<file path="src/hdl/dss_pkg.sv">
package dss_pkg;

  // Action codes as they arrive on the input channel
  localparam logic [2:0] ACT_TICK    = 3'd0;
  localparam logic [2:0] ACT_SET_L   = 3'd1;
  localparam logic [2:0] ACT_SET_R   = 3'd2;
  localparam logic [2:0] ACT_ENABLE  = 3'd3;
  localparam logic [2:0] ACT_DISABLE = 3'd4;
  localparam logic [2:0] ACT_READ    = 3'd5;

  localparam int ACT_W    = 3;
  localparam int SPEED_W  = 16;
  localparam int IVAL_W   = 20;
  localparam int PERIOD_W = 24;
  localparam int CFG_W    = 24;
  localparam int TALLY_W  = 32;
  localparam int MEAS_W   = 32;

  // Shared divider: read dividend is |sum| (33 bits) times 450000 (19 bits)
  localparam int DIVIDEND_W = 52;
  localparam int DIVISOR_W  = 33;
  localparam int DIV_CNT_W  = 6;
  localparam int SUM_W      = TALLY_W + 1;

  localparam logic [18:0] RATE_SCALE = 19'd450000;

  localparam logic [IVAL_W-1:0]   MIN_IVAL_RST = 20'd20;
  localparam logic [PERIOD_W-1:0] PERIOD_RST   = 24'd10000;

  localparam logic signed [TALLY_W-1:0] TALLY_MAX = 32'sh7fff_ffff;
  localparam logic signed [TALLY_W-1:0] TALLY_MIN = 32'sh8000_0000;

  localparam logic [0:0] REG_MIN_IVAL = 1'b0;
  localparam logic [0:0] REG_PERIOD   = 1'b1;

  localparam int QUEUE_DEPTH = 4;
  localparam int QPTR_W      = 2;

  typedef enum logic [2:0] {
    OP_TICK,
    OP_SET_L,
    OP_SET_R,
    OP_ENABLE,
    OP_DISABLE,
    OP_READ,
    OP_NONE
  } op_t;

  typedef enum logic [1:0] {
    MOV_STOP,
    MOV_FWD,
    MOV_BACK
  } motion_t;

  typedef enum logic [1:0] {
    ST_IDLE,
    ST_MUL,
    ST_DIV,
    ST_FINISH
  } state_t;

  typedef struct packed {
    op_t                       op;
    logic signed [SPEED_W-1:0] speed;
  } cmd_t;

  typedef struct packed {
    logic valid;
    logic full;
  } queue_status_t;

endpackage

</file>
<file path="src/hdl/dss_front.sv">
module dss_front (
  input  logic                                 in_valid,
  output logic                                 in_ready,
  input  logic [dss_pkg::ACT_W-1:0]            action,
  input  logic signed [dss_pkg::SPEED_W-1:0]   speed_dps,
  input  dss_pkg::queue_status_t               q_status,
  output logic                                 push,
  output dss_pkg::cmd_t                        cmd
);
  import dss_pkg::*;

  assign in_ready = !q_status.full;
  assign push     = in_valid && !q_status.full;

  // Classify the raw action code; unknown codes become a no-op
  always_comb begin
    cmd.speed = speed_dps;
    case (action)
      ACT_TICK:    cmd.op = OP_TICK;
      ACT_SET_L:   cmd.op = OP_SET_L;
      ACT_SET_R:   cmd.op = OP_SET_R;
      ACT_ENABLE:  cmd.op = OP_ENABLE;
      ACT_DISABLE: cmd.op = OP_DISABLE;
      ACT_READ:    cmd.op = OP_READ;
      default:     cmd.op = OP_NONE;
    endcase
  end

endmodule

</file>
<file path="src/hdl/dss_queue.sv">
module dss_queue (
  input  logic                   clk,
  input  logic                   rst,
  input  logic                   push,
  input  dss_pkg::cmd_t          wr_cmd,
  input  logic                   pop,
  output dss_pkg::cmd_t          rd_cmd,
  output dss_pkg::queue_status_t status
);
  import dss_pkg::*;

  cmd_t              entries [QUEUE_DEPTH];
  logic [QPTR_W-1:0] wr_ptr;
  logic [QPTR_W-1:0] rd_ptr;
  logic [QPTR_W:0]   fill;

  always_ff @(posedge clk) begin
    if (rst) begin
      wr_ptr <= '0;
      rd_ptr <= '0;
      fill   <= '0;
    end else begin
      if (push) wr_ptr <= wr_ptr + 1'b1;
      if (pop)  rd_ptr <= rd_ptr + 1'b1;
      fill <= fill + (QPTR_W+1)'(push) - (QPTR_W+1)'(pop);
    end
  end

  always_ff @(posedge clk) begin
    if (push) entries[wr_ptr] <= wr_cmd;
  end

  assign rd_cmd       = entries[rd_ptr];
  assign status.valid = (fill != '0);
  assign status.full  = (fill == (QPTR_W+1)'(QUEUE_DEPTH));

endmodule

</file>
<file path="src/hdl/dss_back.sv">
module dss_back #(
  parameter int MICROSTEPS = 16,
  parameter int TIMER_HZ   = 1000000
) (
  input  logic                                clk,
  input  logic                                rst,
  input  logic                                cfg_we,
  input  logic                                cfg_index,
  input  logic [dss_pkg::CFG_W-1:0]           cfg_data,
  input  dss_pkg::cmd_t                       q_cmd,
  input  logic                                q_valid,
  output logic                                q_pop,
  output logic                                out_valid,
  input  logic                                out_ready,
  output logic                                left_step,
  output logic                                right_step,
  output logic                                left_dir,
  output logic                                right_dir,
  output logic                                enable_n,
  output logic                                clamped,
  output logic                                speed_valid,
  output logic signed [dss_pkg::MEAS_W-1:0]   measured_speed
);
  import dss_pkg::*;

  localparam logic [DIVIDEND_W-1:0] SPEED_NUM = DIVIDEND_W'(TIMER_HZ * 9);
  localparam logic [DIVISOR_W-1:0]  SPEED_K   = DIVISOR_W'(10 * MICROSTEPS);
  localparam logic [DIVISOR_W-1:0]  READ_K    = DIVISOR_W'(MICROSTEPS);
  localparam logic [IVAL_W-1:0]     IVAL_RST  = IVAL_W'(TIMER_HZ);
  localparam logic [DIV_CNT_W-1:0]  DIV_LAST  = DIV_CNT_W'(DIVIDEND_W - 1);

  state_t state, state_next;

  logic                        enabled, enabled_next;
  logic [1:0]                  level, level_next;
  motion_t                     motion [2];
  motion_t                     motion_next [2];
  logic [IVAL_W-1:0]           interval [2];
  logic [IVAL_W-1:0]           interval_next [2];
  logic [IVAL_W-1:0]           count [2];
  logic [IVAL_W-1:0]           count_next [2];
  logic signed [TALLY_W-1:0]   tally [2];
  logic signed [TALLY_W-1:0]   tally_next [2];
  logic [IVAL_W-1:0]           min_interval;
  logic [PERIOD_W-1:0]         sample_period_us;

  // Divider working set
  op_t                   op, op_next;
  logic                  neg, neg_next;
  logic [SUM_W-1:0]      sum_mag, sum_mag_next;
  logic [DIVIDEND_W-1:0] dvd, dvd_next;
  logic [DIVISOR_W-1:0]  dsr, dsr_next;
  logic [DIVISOR_W-1:0]  rem, rem_next;
  logic [DIVIDEND_W-1:0] quo, quo_next;
  logic [DIV_CNT_W-1:0]  cnt, cnt_next;

  logic                  res_free;
  logic                  load_res;
  logic                  res_clamp;
  logic                  res_sv;
  logic [MEAS_W-1:0]     res_meas;

  assign res_free = !out_valid || out_ready;

  // Next state
  always_comb begin
    state_next = state;
    case (state)
      ST_IDLE: begin
        if (q_valid && res_free) begin
          if ((q_cmd.op == OP_SET_L || q_cmd.op == OP_SET_R) && q_cmd.speed != '0)
            state_next = ST_DIV;
          else if (q_cmd.op == OP_READ)
            state_next = ST_MUL;
        end
      end
      ST_MUL:    state_next = ST_DIV;
      ST_DIV:    if (cnt == '0) state_next = ST_FINISH;
      ST_FINISH: if (res_free) state_next = ST_IDLE;
      default:   state_next = ST_IDLE;
    endcase
  end

  // Datapath and result
  always_comb begin
    logic [IVAL_W-1:0]       cnt_inc;
    logic [SPEED_W-1:0]      mag;
    logic [SUM_W-1:0]        sum;
    logic [DIVISOR_W:0]      rem_sh;
    logic [DIVIDEND_W-1:0]   ival;
    logic [PERIOD_W-1:0]     per;
    logic                    ch;

    enabled_next = enabled;
    level_next   = level;
    motion_next  = motion;
    interval_next = interval;
    count_next   = count;
    tally_next   = tally;
    op_next      = op;
    neg_next     = neg;
    sum_mag_next = sum_mag;
    dvd_next     = dvd;
    dsr_next     = dsr;
    rem_next     = rem;
    quo_next     = quo;
    cnt_next     = cnt;
    q_pop        = 1'b0;
    load_res     = 1'b0;
    res_clamp    = 1'b0;
    res_sv       = 1'b0;
    res_meas     = '0;
    cnt_inc      = '0;
    ival         = '0;
    rem_sh       = '0;
    mag = q_cmd.speed[SPEED_W-1] ? SPEED_W'(-q_cmd.speed) : SPEED_W'(q_cmd.speed);
    sum = {tally[0][TALLY_W-1], tally[0]} + {tally[1][TALLY_W-1], tally[1]};
    per = (sample_period_us == '0) ? PERIOD_W'(1) : sample_period_us;
    ch  = (q_cmd.op == OP_SET_R);

    case (state)
      ST_IDLE: begin
        if (q_valid && res_free) begin
          q_pop   = 1'b1;
          op_next = q_cmd.op;
          case (q_cmd.op)
            OP_TICK: begin
              load_res = 1'b1;
              if (enabled) begin
                for (int i = 0; i < 2; i++) begin
                  if (motion[i] != MOV_STOP) begin
                    cnt_inc = count[i] + IVAL_W'(1);
                    if (cnt_inc >= interval[i]) begin
                      count_next[i] = '0;
                      level_next[i] = ~level[i];
                      if (motion[i] == MOV_FWD) begin
                        if (tally[i] != TALLY_MAX) tally_next[i] = tally[i] + 32'sd1;
                      end else begin
                        if (tally[i] != TALLY_MIN) tally_next[i] = tally[i] - 32'sd1;
                      end
                    end else begin
                      count_next[i] = cnt_inc;
                    end
                  end
                end
              end
            end
            OP_SET_L, OP_SET_R: begin
              neg_next = q_cmd.speed[SPEED_W-1];
              if (q_cmd.speed == '0) begin
                // Stopped channel: fixed interval, no division
                load_res = 1'b1;
                motion_next[ch] = MOV_STOP;
                if (IVAL_RST < min_interval) begin
                  interval_next[ch] = min_interval;
                  res_clamp = 1'b1;
                end else begin
                  interval_next[ch] = IVAL_RST;
                end
              end else begin
                dvd_next = SPEED_NUM;
                dsr_next = DIVISOR_W'(SPEED_K * DIVISOR_W'(mag));
                rem_next = '0;
                cnt_next = DIV_LAST;
              end
            end
            OP_READ: begin
              neg_next      = sum[SUM_W-1];
              sum_mag_next  = sum[SUM_W-1] ? SUM_W'(-sum) : sum;
              dsr_next      = DIVISOR_W'(READ_K * DIVISOR_W'(per));
              rem_next      = '0;
              cnt_next      = DIV_LAST;
              tally_next[0] = '0;
              tally_next[1] = '0;
            end
            OP_ENABLE: begin
              enabled_next = 1'b1;
              load_res     = 1'b1;
            end
            OP_DISABLE: begin
              enabled_next = 1'b0;
              load_res     = 1'b1;
            end
            default: load_res = 1'b1;
          endcase
        end
      end
      ST_MUL: begin
        dvd_next = DIVIDEND_W'(sum_mag) * DIVIDEND_W'(RATE_SCALE);
      end
      ST_DIV: begin
        // Restoring division, one quotient bit a cycle
        rem_sh   = {rem, dvd[DIVIDEND_W-1]};
        dvd_next = {dvd[DIVIDEND_W-2:0], 1'b0};
        if (rem_sh >= {1'b0, dsr}) begin
          rem_next = DIVISOR_W'(rem_sh - {1'b0, dsr});
          quo_next = {quo[DIVIDEND_W-2:0], 1'b1};
        end else begin
          rem_next = rem_sh[DIVISOR_W-1:0];
          quo_next = {quo[DIVIDEND_W-2:0], 1'b0};
        end
        cnt_next = cnt - 1'b1;
      end
      ST_FINISH: begin
        if (res_free) begin
          load_res = 1'b1;
          if (op == OP_READ) begin
            res_sv = 1'b1;
            if (!neg) begin
              res_meas = (quo > DIVIDEND_W'(32'h7fff_ffff)) ? 32'h7fff_ffff : quo[MEAS_W-1:0];
            end else begin
              res_meas = (quo > DIVIDEND_W'(33'h1_0000_0000 >> 1)) ? 32'h8000_0000
                                                                    : MEAS_W'(-quo[MEAS_W-1:0]);
            end
          end else begin
            ival = quo;
            motion_next[op == OP_SET_R] = neg ? MOV_BACK : MOV_FWD;
            if (ival < DIVIDEND_W'(min_interval)) begin
              interval_next[op == OP_SET_R] = min_interval;
              res_clamp = 1'b1;
            end else begin
              interval_next[op == OP_SET_R] = ival[IVAL_W-1:0];
            end
          end
        end
      end
      default: ;
    endcase
  end

  always_ff @(posedge clk) begin
    if (rst) begin
      state            <= ST_IDLE;
      enabled          <= 1'b0;
      level            <= '0;
      out_valid        <= 1'b0;
      min_interval     <= MIN_IVAL_RST;
      sample_period_us <= PERIOD_RST;
      for (int i = 0; i < 2; i++) begin
        motion[i]   <= MOV_STOP;
        interval[i] <= IVAL_RST;
        count[i]    <= '0;
        tally[i]    <= '0;
      end
    end else begin
      state     <= state_next;
      enabled   <= enabled_next;
      level     <= level_next;
      out_valid <= load_res || (out_valid && !out_ready);
      motion    <= motion_next;
      interval  <= interval_next;
      count     <= count_next;
      tally     <= tally_next;
      if (cfg_we) begin
        case (cfg_index)
          REG_MIN_IVAL: min_interval     <= cfg_data[IVAL_W-1:0];
          REG_PERIOD:   sample_period_us <= cfg_data[PERIOD_W-1:0];
          default: ;
        endcase
      end
    end
  end

  always_ff @(posedge clk) begin
    op      <= op_next;
    neg     <= neg_next;
    sum_mag <= sum_mag_next;
    dvd     <= dvd_next;
    dsr     <= dsr_next;
    rem     <= rem_next;
    quo     <= quo_next;
    cnt     <= cnt_next;
    if (load_res) begin
      left_step      <= level_next[0];
      right_step     <= level_next[1];
      left_dir       <= (motion_next[0] == MOV_BACK);
      right_dir      <= (motion_next[1] == MOV_BACK);
      enable_n       <= !enabled_next;
      clamped        <= res_clamp;
      speed_valid    <= res_sv;
      measured_speed <= res_meas;
    end
  end

  a_no_pop_busy: assert property (@(posedge clk) disable iff (rst)
    (state != ST_IDLE) |-> !q_pop)
    else $error("queue popped while an item is in progress");

  a_no_overwrite: assert property (@(posedge clk) disable iff (rst)
    (out_valid && !out_ready) |-> !load_res)
    else $error("result register overwritten before it was taken");

  a_reset_disabled: assert property (@(posedge clk)
    rst |=> !enabled && state == ST_IDLE)
    else $error("block not idle and disabled after reset");

  a_div_runs: assert property (@(posedge clk) disable iff (rst)
    (state == ST_DIV && cnt != '0) |=> state == ST_DIV)
    else $error("division left before its last step");

endmodule

</file>
<file path="src/hdl/dual_stepper_step_generator.sv">
// Dual stepper step/direction generator.
// Input channel (in_valid/in_ready): one word per item carrying action and
// speed_dps: tick, set left or right speed, enable, disable or read speed.
// Output channel (out_valid/out_ready): exactly one result word per item,
// showing step and direction levels, enable_n, the clamp flag and, for a
// read, the averaged speed.
// Configuration: cfg_we writes cfg_data into register cfg_index at once
// (0 min_interval, 1 sample_period_us); write only while the block is idle.
// A front stage decodes words into a four-entry queue; the back end works
// through them one at a time. Tick, enable, disable and zero-speed words are
// done in the idle state, which loads the result register as it pops them.
// A nonzero set-speed runs the shared restoring divider, one quotient bit a
// cycle over 52 bits; a read first passes through a multiply state. The back
// end takes no new word until such a division is through and its result loaded.
// Reset clears the queue, disables the motors, stops both channels and
// restores the register defaults. When the receiver stalls, the result
// word holds in the output register; the queue still takes words until full.
module dual_stepper_step_generator #(
  parameter int MICROSTEPS = 16,
  parameter int TIMER_HZ   = 1000000
) (
  input  logic                                clk,
  input  logic                                rst,
  input  logic                                cfg_we,
  input  logic                                cfg_index,
  input  logic [dss_pkg::CFG_W-1:0]           cfg_data,
  input  logic                                in_valid,
  output logic                                in_ready,
  input  logic [dss_pkg::ACT_W-1:0]           action,
  input  logic signed [dss_pkg::SPEED_W-1:0]  speed_dps,
  output logic                                out_valid,
  input  logic                                out_ready,
  output logic                                left_step,
  output logic                                right_step,
  output logic                                left_dir,
  output logic                                right_dir,
  output logic                                enable_n,
  output logic                                clamped,
  output logic                                speed_valid,
  output logic signed [dss_pkg::MEAS_W-1:0]   measured_speed
);
  import dss_pkg::*;

  queue_status_t q_status;
  cmd_t          push_cmd;
  cmd_t          head_cmd;
  logic          push;
  logic          pop;

  // Decode and admit words while the queue has room
  dss_front u_front (
    .in_valid  (in_valid),
    .in_ready  (in_ready),
    .action    (action),
    .speed_dps (speed_dps),
    .q_status  (q_status),
    .push      (push),
    .cmd       (push_cmd)
  );

  // Hold decoded words between front and back
  dss_queue u_queue (
    .clk    (clk),
    .rst    (rst),
    .push   (push),
    .wr_cmd (push_cmd),
    .pop    (pop),
    .rd_cmd (head_cmd),
    .status (q_status)
  );

  // Advance timers, divide and drive the result register
  dss_back #(
    .MICROSTEPS (MICROSTEPS),
    .TIMER_HZ   (TIMER_HZ)
  ) u_back (
    .clk            (clk),
    .rst            (rst),
    .cfg_we         (cfg_we),
    .cfg_index      (cfg_index),
    .cfg_data       (cfg_data),
    .q_cmd          (head_cmd),
    .q_valid        (q_status.valid),
    .q_pop          (pop),
    .out_valid      (out_valid),
    .out_ready      (out_ready),
    .left_step      (left_step),
    .right_step     (right_step),
    .left_dir       (left_dir),
    .right_dir      (right_dir),
    .enable_n       (enable_n),
    .clamped        (clamped),
    .speed_valid    (speed_valid),
    .measured_speed (measured_speed)
  );

endmodule
</file>
<file path="config.mk">
export PLATFORM = sky130hd
export DESIGN_NAME = dual_stepper_step_generator
export DESIGN_NICKNAME = d
export VERILOG_FILES = /design/src/hdl/dss_pkg.sv /design/src/hdl/dss_front.sv /design/src/hdl/dss_queue.sv /design/src/hdl/dss_back.sv /design/src/hdl/dual_stepper_step_generator.sv
export SDC_FILE = /design/constraint.sdc
export NUM_CORES = 2
export LEC_CHECK = 0
export ABC_AREA = 1
export BUFFER_PORTS_ARGS = -buffer_cell sky130_fd_sc_hd__buf_2
export CAP_MARGIN = 0
export CORE_MARGIN = 4
export CORE_UTILIZATION = 62
export DETAILED_ROUTE_END_ITERATION = 8
export PLACE_DENSITY = 0.79
export SYNTH_ARGS = -nofsm -noshare
export SYNTH_HDL_FRONTEND = slang
export SYNTH_SLANG_ARGS = --single-unit
</file>
<file path="constraint.sdc">
create_clock -name clk -period 7.3 [get_ports clk]
set_input_delay 1.46 -clock clk [delete_from_list [all_inputs] [get_ports clk]]
set_output_delay 1.46 -clock clk [all_outputs]
set_load 0.01 [all_outputs]
</file>
---- Word level (Yosys, flattened, before mapping) ----
Memories as Yosys holds them, arrays and structs flattened. A register that Yosys moved wholly into a read port is not among the register bits.
Cells that the tools add are included.
storage, ports and cells
  logic and storage cells ................. 265
  output and inout port bits .............. 41
  memory bits (writable) .................. 76
  memories kept ........................... 1
  input bits .............................. 49
  bits in registers ....................... 457
memories
  name             depth  width  read ports  clocked after Yosys merged registers in  write ports  RTL line         text
  u_queue.entries  4      19     1           1                                        1            dss_queue.sv:12  cmd_t entries [QUEUE_DEPTH];
operators by class
  $mul .................................... 2
  reduce and logical (&&, ||, !) cells .... 45
  order comparisons ....................... 11
  eq/ne operators ......................... 44
  muxes and demuxes ....................... 102
  add/sub/neg operators ................... 16
  bitwise gates (word level) .............. 10
operators with widths
  cell                    count
  $mux 32                 14
  $mux 40                 7
  $pmux 33 s2             3
  $mux 52                 3
  $pmux 52 s3             1
  $mux 33                 4
  $ne 32x32->1 const B    4
  $pmux 64 s2             1
  $bwmux 40               3
  $mux 20                 4
  $pmux 40 s2             1
  $add 32x2->32 const B   2
  $mux 64                 1
  $sub 32x2->32 const B   2
  $gt 52x31->1 const B    1
  $gt 52x32->1 const B    1
  $lt 52x20->1            1
  $mul 33x15->48 const B  1
  $add 20x1->20 const B   2
  $demux 20 s1            2
  $ge 20x20->1            2
  $ge 34x33->1            1
  $add 32x32->33          1
  $neg 33->33             1
  58 further kinds        167

---- Depth between registers and ports, before layout ----
  word-level depth ........................ 13
  gate-level depth with buffers ........... 27
  mapped depth without buffers ............ 24

---- Modules after synthesis ----
Synthesis repeated with hierarchy kept, for this count alone.
unflattened totals
  cell total of the unflattened synthesis .. 5,769
  area total of the unflattened synthesis .. 45,357.3 um^2
modules (own cells, without submodules)
  module     seq. area each (um^2)  times used  area each (um^2)  cells each
  dss_back   11,140.7               1           41,583.6          5,468
  dss_queue  2,462.4                1           3,622.2           278
  dss_front  0.0                    1           151.4             23

---- Worst setup path after synthesis ----
No wires, ideal clock.
  kind .................................... input port to flip-flop
  from .................................... input port out_ready
  to ...................................... register u_back.dvd[10], enable pin
  setup time .............................. 0.513 ns
  stages .................................. 6
  buffers on the path ..................... 0
  path slack .............................. 1.410 ns
  arrival ................................. 5.377 ns
  data required time ...................... 6.787 ns
  cells stage by stage .................... nor2_1 > a31oi_2 > inv_1 > nor2_1 > nor2_1 > nor3_1
on the way
  word-level cells in the longest chain between the ends .. 4
RTL lines
  what                        RTL line                           text
  from (decl)                 dual_stepper_step_generator.sv:32  input logic out_ready,
  $logic_or 1x1->1            dss_back.sv:63                     assign res_free = !out_valid || out_ready;
  $logic_and 1x1->1           dss_back.sv:123                    if (q_valid && res_free) begin
  $ne 2x1->1 (no line)        n/a
  $reduce_and 4->1 (no line)  n/a
  to (signal assigned)        dss_back.sv:268                    dvd <= dvd_next;
  to (decl)                   dss_back.sv:51                     logic [DIVIDEND_W-1:0] dvd, dvd_next;
Every way passes these cells.
A chain may end at the register's enable or synchronous reset.

---- Worst setup path after layout ----
  from .................................... register u_back.sum_mag[6]
  to ...................................... register u_back.dvd[24], data pin
on the way
  word-level cells in the longest chain between the ends .. 2
RTL lines
  what                    RTL line         text
  from (decl)             dss_back.sv:50   logic [SUM_W-1:0] sum_mag, sum_mag_next;
  from (signal assigned)  dss_back.sv:267  sum_mag <= sum_mag_next;
  $mul 33x15->48          dss_back.sv:189  dvd_next = DIVIDEND_W'(sum_mag) * DIVIDEND_W'(RATE_SCALE);
  $pmux 52 s3             dss_back.sv:121  case (state)
Every way passes these cells.

==> results.yml <==
outcome:
  status: "complete, no violations"
yosys:
  synth_top_area_share: 0.208
  synthFlopType: "edfxtp_1"
  synth_area_leaders: "edfxtp_1, fa_1, nand2_1, ha_1, dfxtp_1"
  netlist_area_um2: 45400
  synth-async-reset-ratio: 0
  ys_warn_count: 0
  synth_edf_count: 315
  ys_seq_area_frac: 0.300
  synth_cells: 5931
  synth_cell_types: 56
  syn_area_per_cell_um2: 7.65
  syn_nets: 6641
  synth_area_leader_cell: "edfxtp_1"
  yosys_register_bits: 522
sta:
  period_needed_ns: 6.19
  finalSetupTns_ns: 0
  fin_hold_ws_ns: 0.447
  worst_pin_slew_ns: 1.28
  post-route-period-util: 0.848
  fmax_ghz: 0.162
  finalSetupViolCount: 0
  grt_setup_unrepaired: "no"
  slew_headroom: 0.146
  slew_violations: 0
  hold_viol_final: 0
  skew_ns: 0.0375
placement:
  gp_congestion: 0.992
  hpwl_mm: 98.5
  portBuffers: 89
  dp_cells: 6854
clock_network:
  cts_made_buffers: 58
  cts_resized: 0
  cts_root_buf: "clkbuf_16"
  clock_latency_ns: 0.67
  postCtsSetupBuffers: 0
  cts.sinks: 522
  cts_max_level: 2
  ctsLongestPathBuffers: 3
  hold_buffers: 0
  tritoncts: "built"
  path_clk_slew_ns: 0.06
final_layout:
  utilization: 0.674
  instances_no_fill: 6965
  drive_gt1_frac: 0.0457
  ff_latch_area_um2: 13600
  nets: 6674
  syn2layout_area_growth_pct: 6.96
  multi_input_area_um2: 27900
  nFillCells: 6180
route:
  ant_nets: 0
  post_drt_wl_per_cell_um: 18.2
  drtIter0Drc: 3964
  drt-pass1-iter-count: 6
  vias: 40500
  route.detailed.drc: 0
  viasPerCell: 5.81
  wl_mm: 127
floorplan:
  die_h_um: 279
  floorplan.rows: 98
  start_util: 0.630
  fp.coreArea_um2: 72000
  die-area_um2: 77600
  die_w_um: 279
  pin_count: 90
critical_path:
  rrSetupSlack_ns: 1.11
  required_ns: 7.73
  start_kind: "register"
  crit_type: "register to register"
  crit_path_end_kind: "register"
  worstPathArrival_ns: 6.62
  path_max_fanout: 7
  worstRegToRegCells: 18
grt:
  grt_pass1_wl_mm: 202
  grt.overflow.total: 0
  grt_pass1_vias: 37900
  antenna_found_initial: 1
  grtUsageTotal: 0.320
  grt_start_max_net_pins: 88
min_path:
  hold_depth: 0
  hold_path.class: "register to register"
flow_run:
  cap_violations: 0
critical path, stage by stage (launching register included):
cell and delay, ns:
edfxtp_1 0.55, fa_1 0.60, inv_1 0.06, fa_1 0.57, fa_1 0.46, fa_1 0.54, fa_1 0.55, inv_1 0.05
fa_1 0.47, ha_1 0.36, nand2_1 0.17, inv_1 0.06, a21boi_0 0.38, o211ai_1 0.30, nand2_1 0.12, nand2_1 0.16
a21oi_1 0.16, o21ai_0 0.10, a21oi_1 0.31
synthesized netlist by cell type (all sizes together), types with 2 or more instances:
cell,n
clkbuf,87
a31oi,10
xor2,82
edfxtp,315
nand2,1400
nor3b,5
nand4,84
clkinv,3
a211oi,7
a21boi,9
o22a,6
o22ai,15
xnor2,80
o2111ai,2
nand3b,24
and2,5
fa,275
o21ai,345
and3,2
dfxtp,207
inv,864
o21bai,24
a21oi,534
nor4,34
ha,386
or2,18
o21a,6
nor2,558
nand3,369
a21o,11
nor3,84
o211ai,20
buf,55
final timing paths:
kind	from	to
worst min-delay path	u_back.quo[47]	u_back.quo[48]
worst max register to register	u_back.sum_mag[6]	u_back.dvd[24]
worst min register to register	u_back.quo[47]	u_back.quo[48]
worst max-delay path	u_back.sum_mag[6]	u_back.dvd[24]
cell type report:
class,count,area share
multi-input combinational,4400,0.575
clock inverter,35,0.00745
antenna,1,0.0000516
tap,950,0.0245
timing repair buffer,115,0.0133
inverter,867,0.0671
sequential,522,0.280
clock buffer,75,0.0325
stage by stage:
step | worst slack, ns | area, µm²
floorplan | 1.41 | 45400
global placement | 1.21 | 46600
detailed placement | 1.15 | 46600
CTS | 1.13 | 48500
global route | 0.786 | 48500
finish | 1.11 | 48500
routing by layer:
| metal | share of wire | vias to the layer above | track usage |
|---|---|---|---|
| li1 | - | 19600 | - |
| met1 | 0.43 | 19000 | 0.451 |
| met2 | 0.46 | 1638 | 0.519 |
| met3 | 0.071 | 278 | 0.0403 |
| met4 | 0.037 | 2 | 0.105 |
| met5 | 0.00010 | - | 0 |
cell families (layout without fill, tap and decap cells):
group	count (synthesis)	in the layout	share of synthesized area
flip-flops	522	522	0.300
AO/OA/AOI/OAI	993	993	0.116
adder cells (fa/ha/maj)	661	661	0.228
other	0	1	0
buffers and inverters	1009	1092	0.0864
AND/OR/NAND/NOR	2584	2584	0.239
XOR/XNOR	162	162	0.0313
sequential cells by signal, summed over array words and instances, names as in the netlist, 3 cells and up, named ones only:
register and flops:
u_queue.entries 76, u_back.tally 64, u_back.quo 52, u_back.dvd 48
u_back.count 40, u_back.interval 40, u_back.rem 33, u_back.sum_mag 33
u_back.measured_speed 32, u_back.dsr 24, u_back.sample_period_us 24, u_back.min_interval 20
u_back.cnt 6, u_back.motion 4, u_back.op 3, u_queue.fill 3
cells in the final DEF, fill, tap and decap left out, types with 11 or more instances in the layout:
cell type and count:
a21o_1 11, a21oi_1 532, buf_2 88, buf_4 27, clkbuf_1 12, clkbuf_16 59
dfxtp_1 207, edfxtp_1 315, fa_1 275, ha_1 385, inv_1 853, nand2_1 1393
nand3_1 366, nand3b_1 24, nand4_1 83, nor2_1 547, nor3_1 80, nor4_1 34
o211ai_1 20, o21ai_0 339, o21bai_1 24, o22ai_1 14, or2_2 18, xnor2_1 80
xor2_1 82
Power is not shown: default switching activity piles up to over one toggle a cycle in this logic, so the estimate is an artifact.
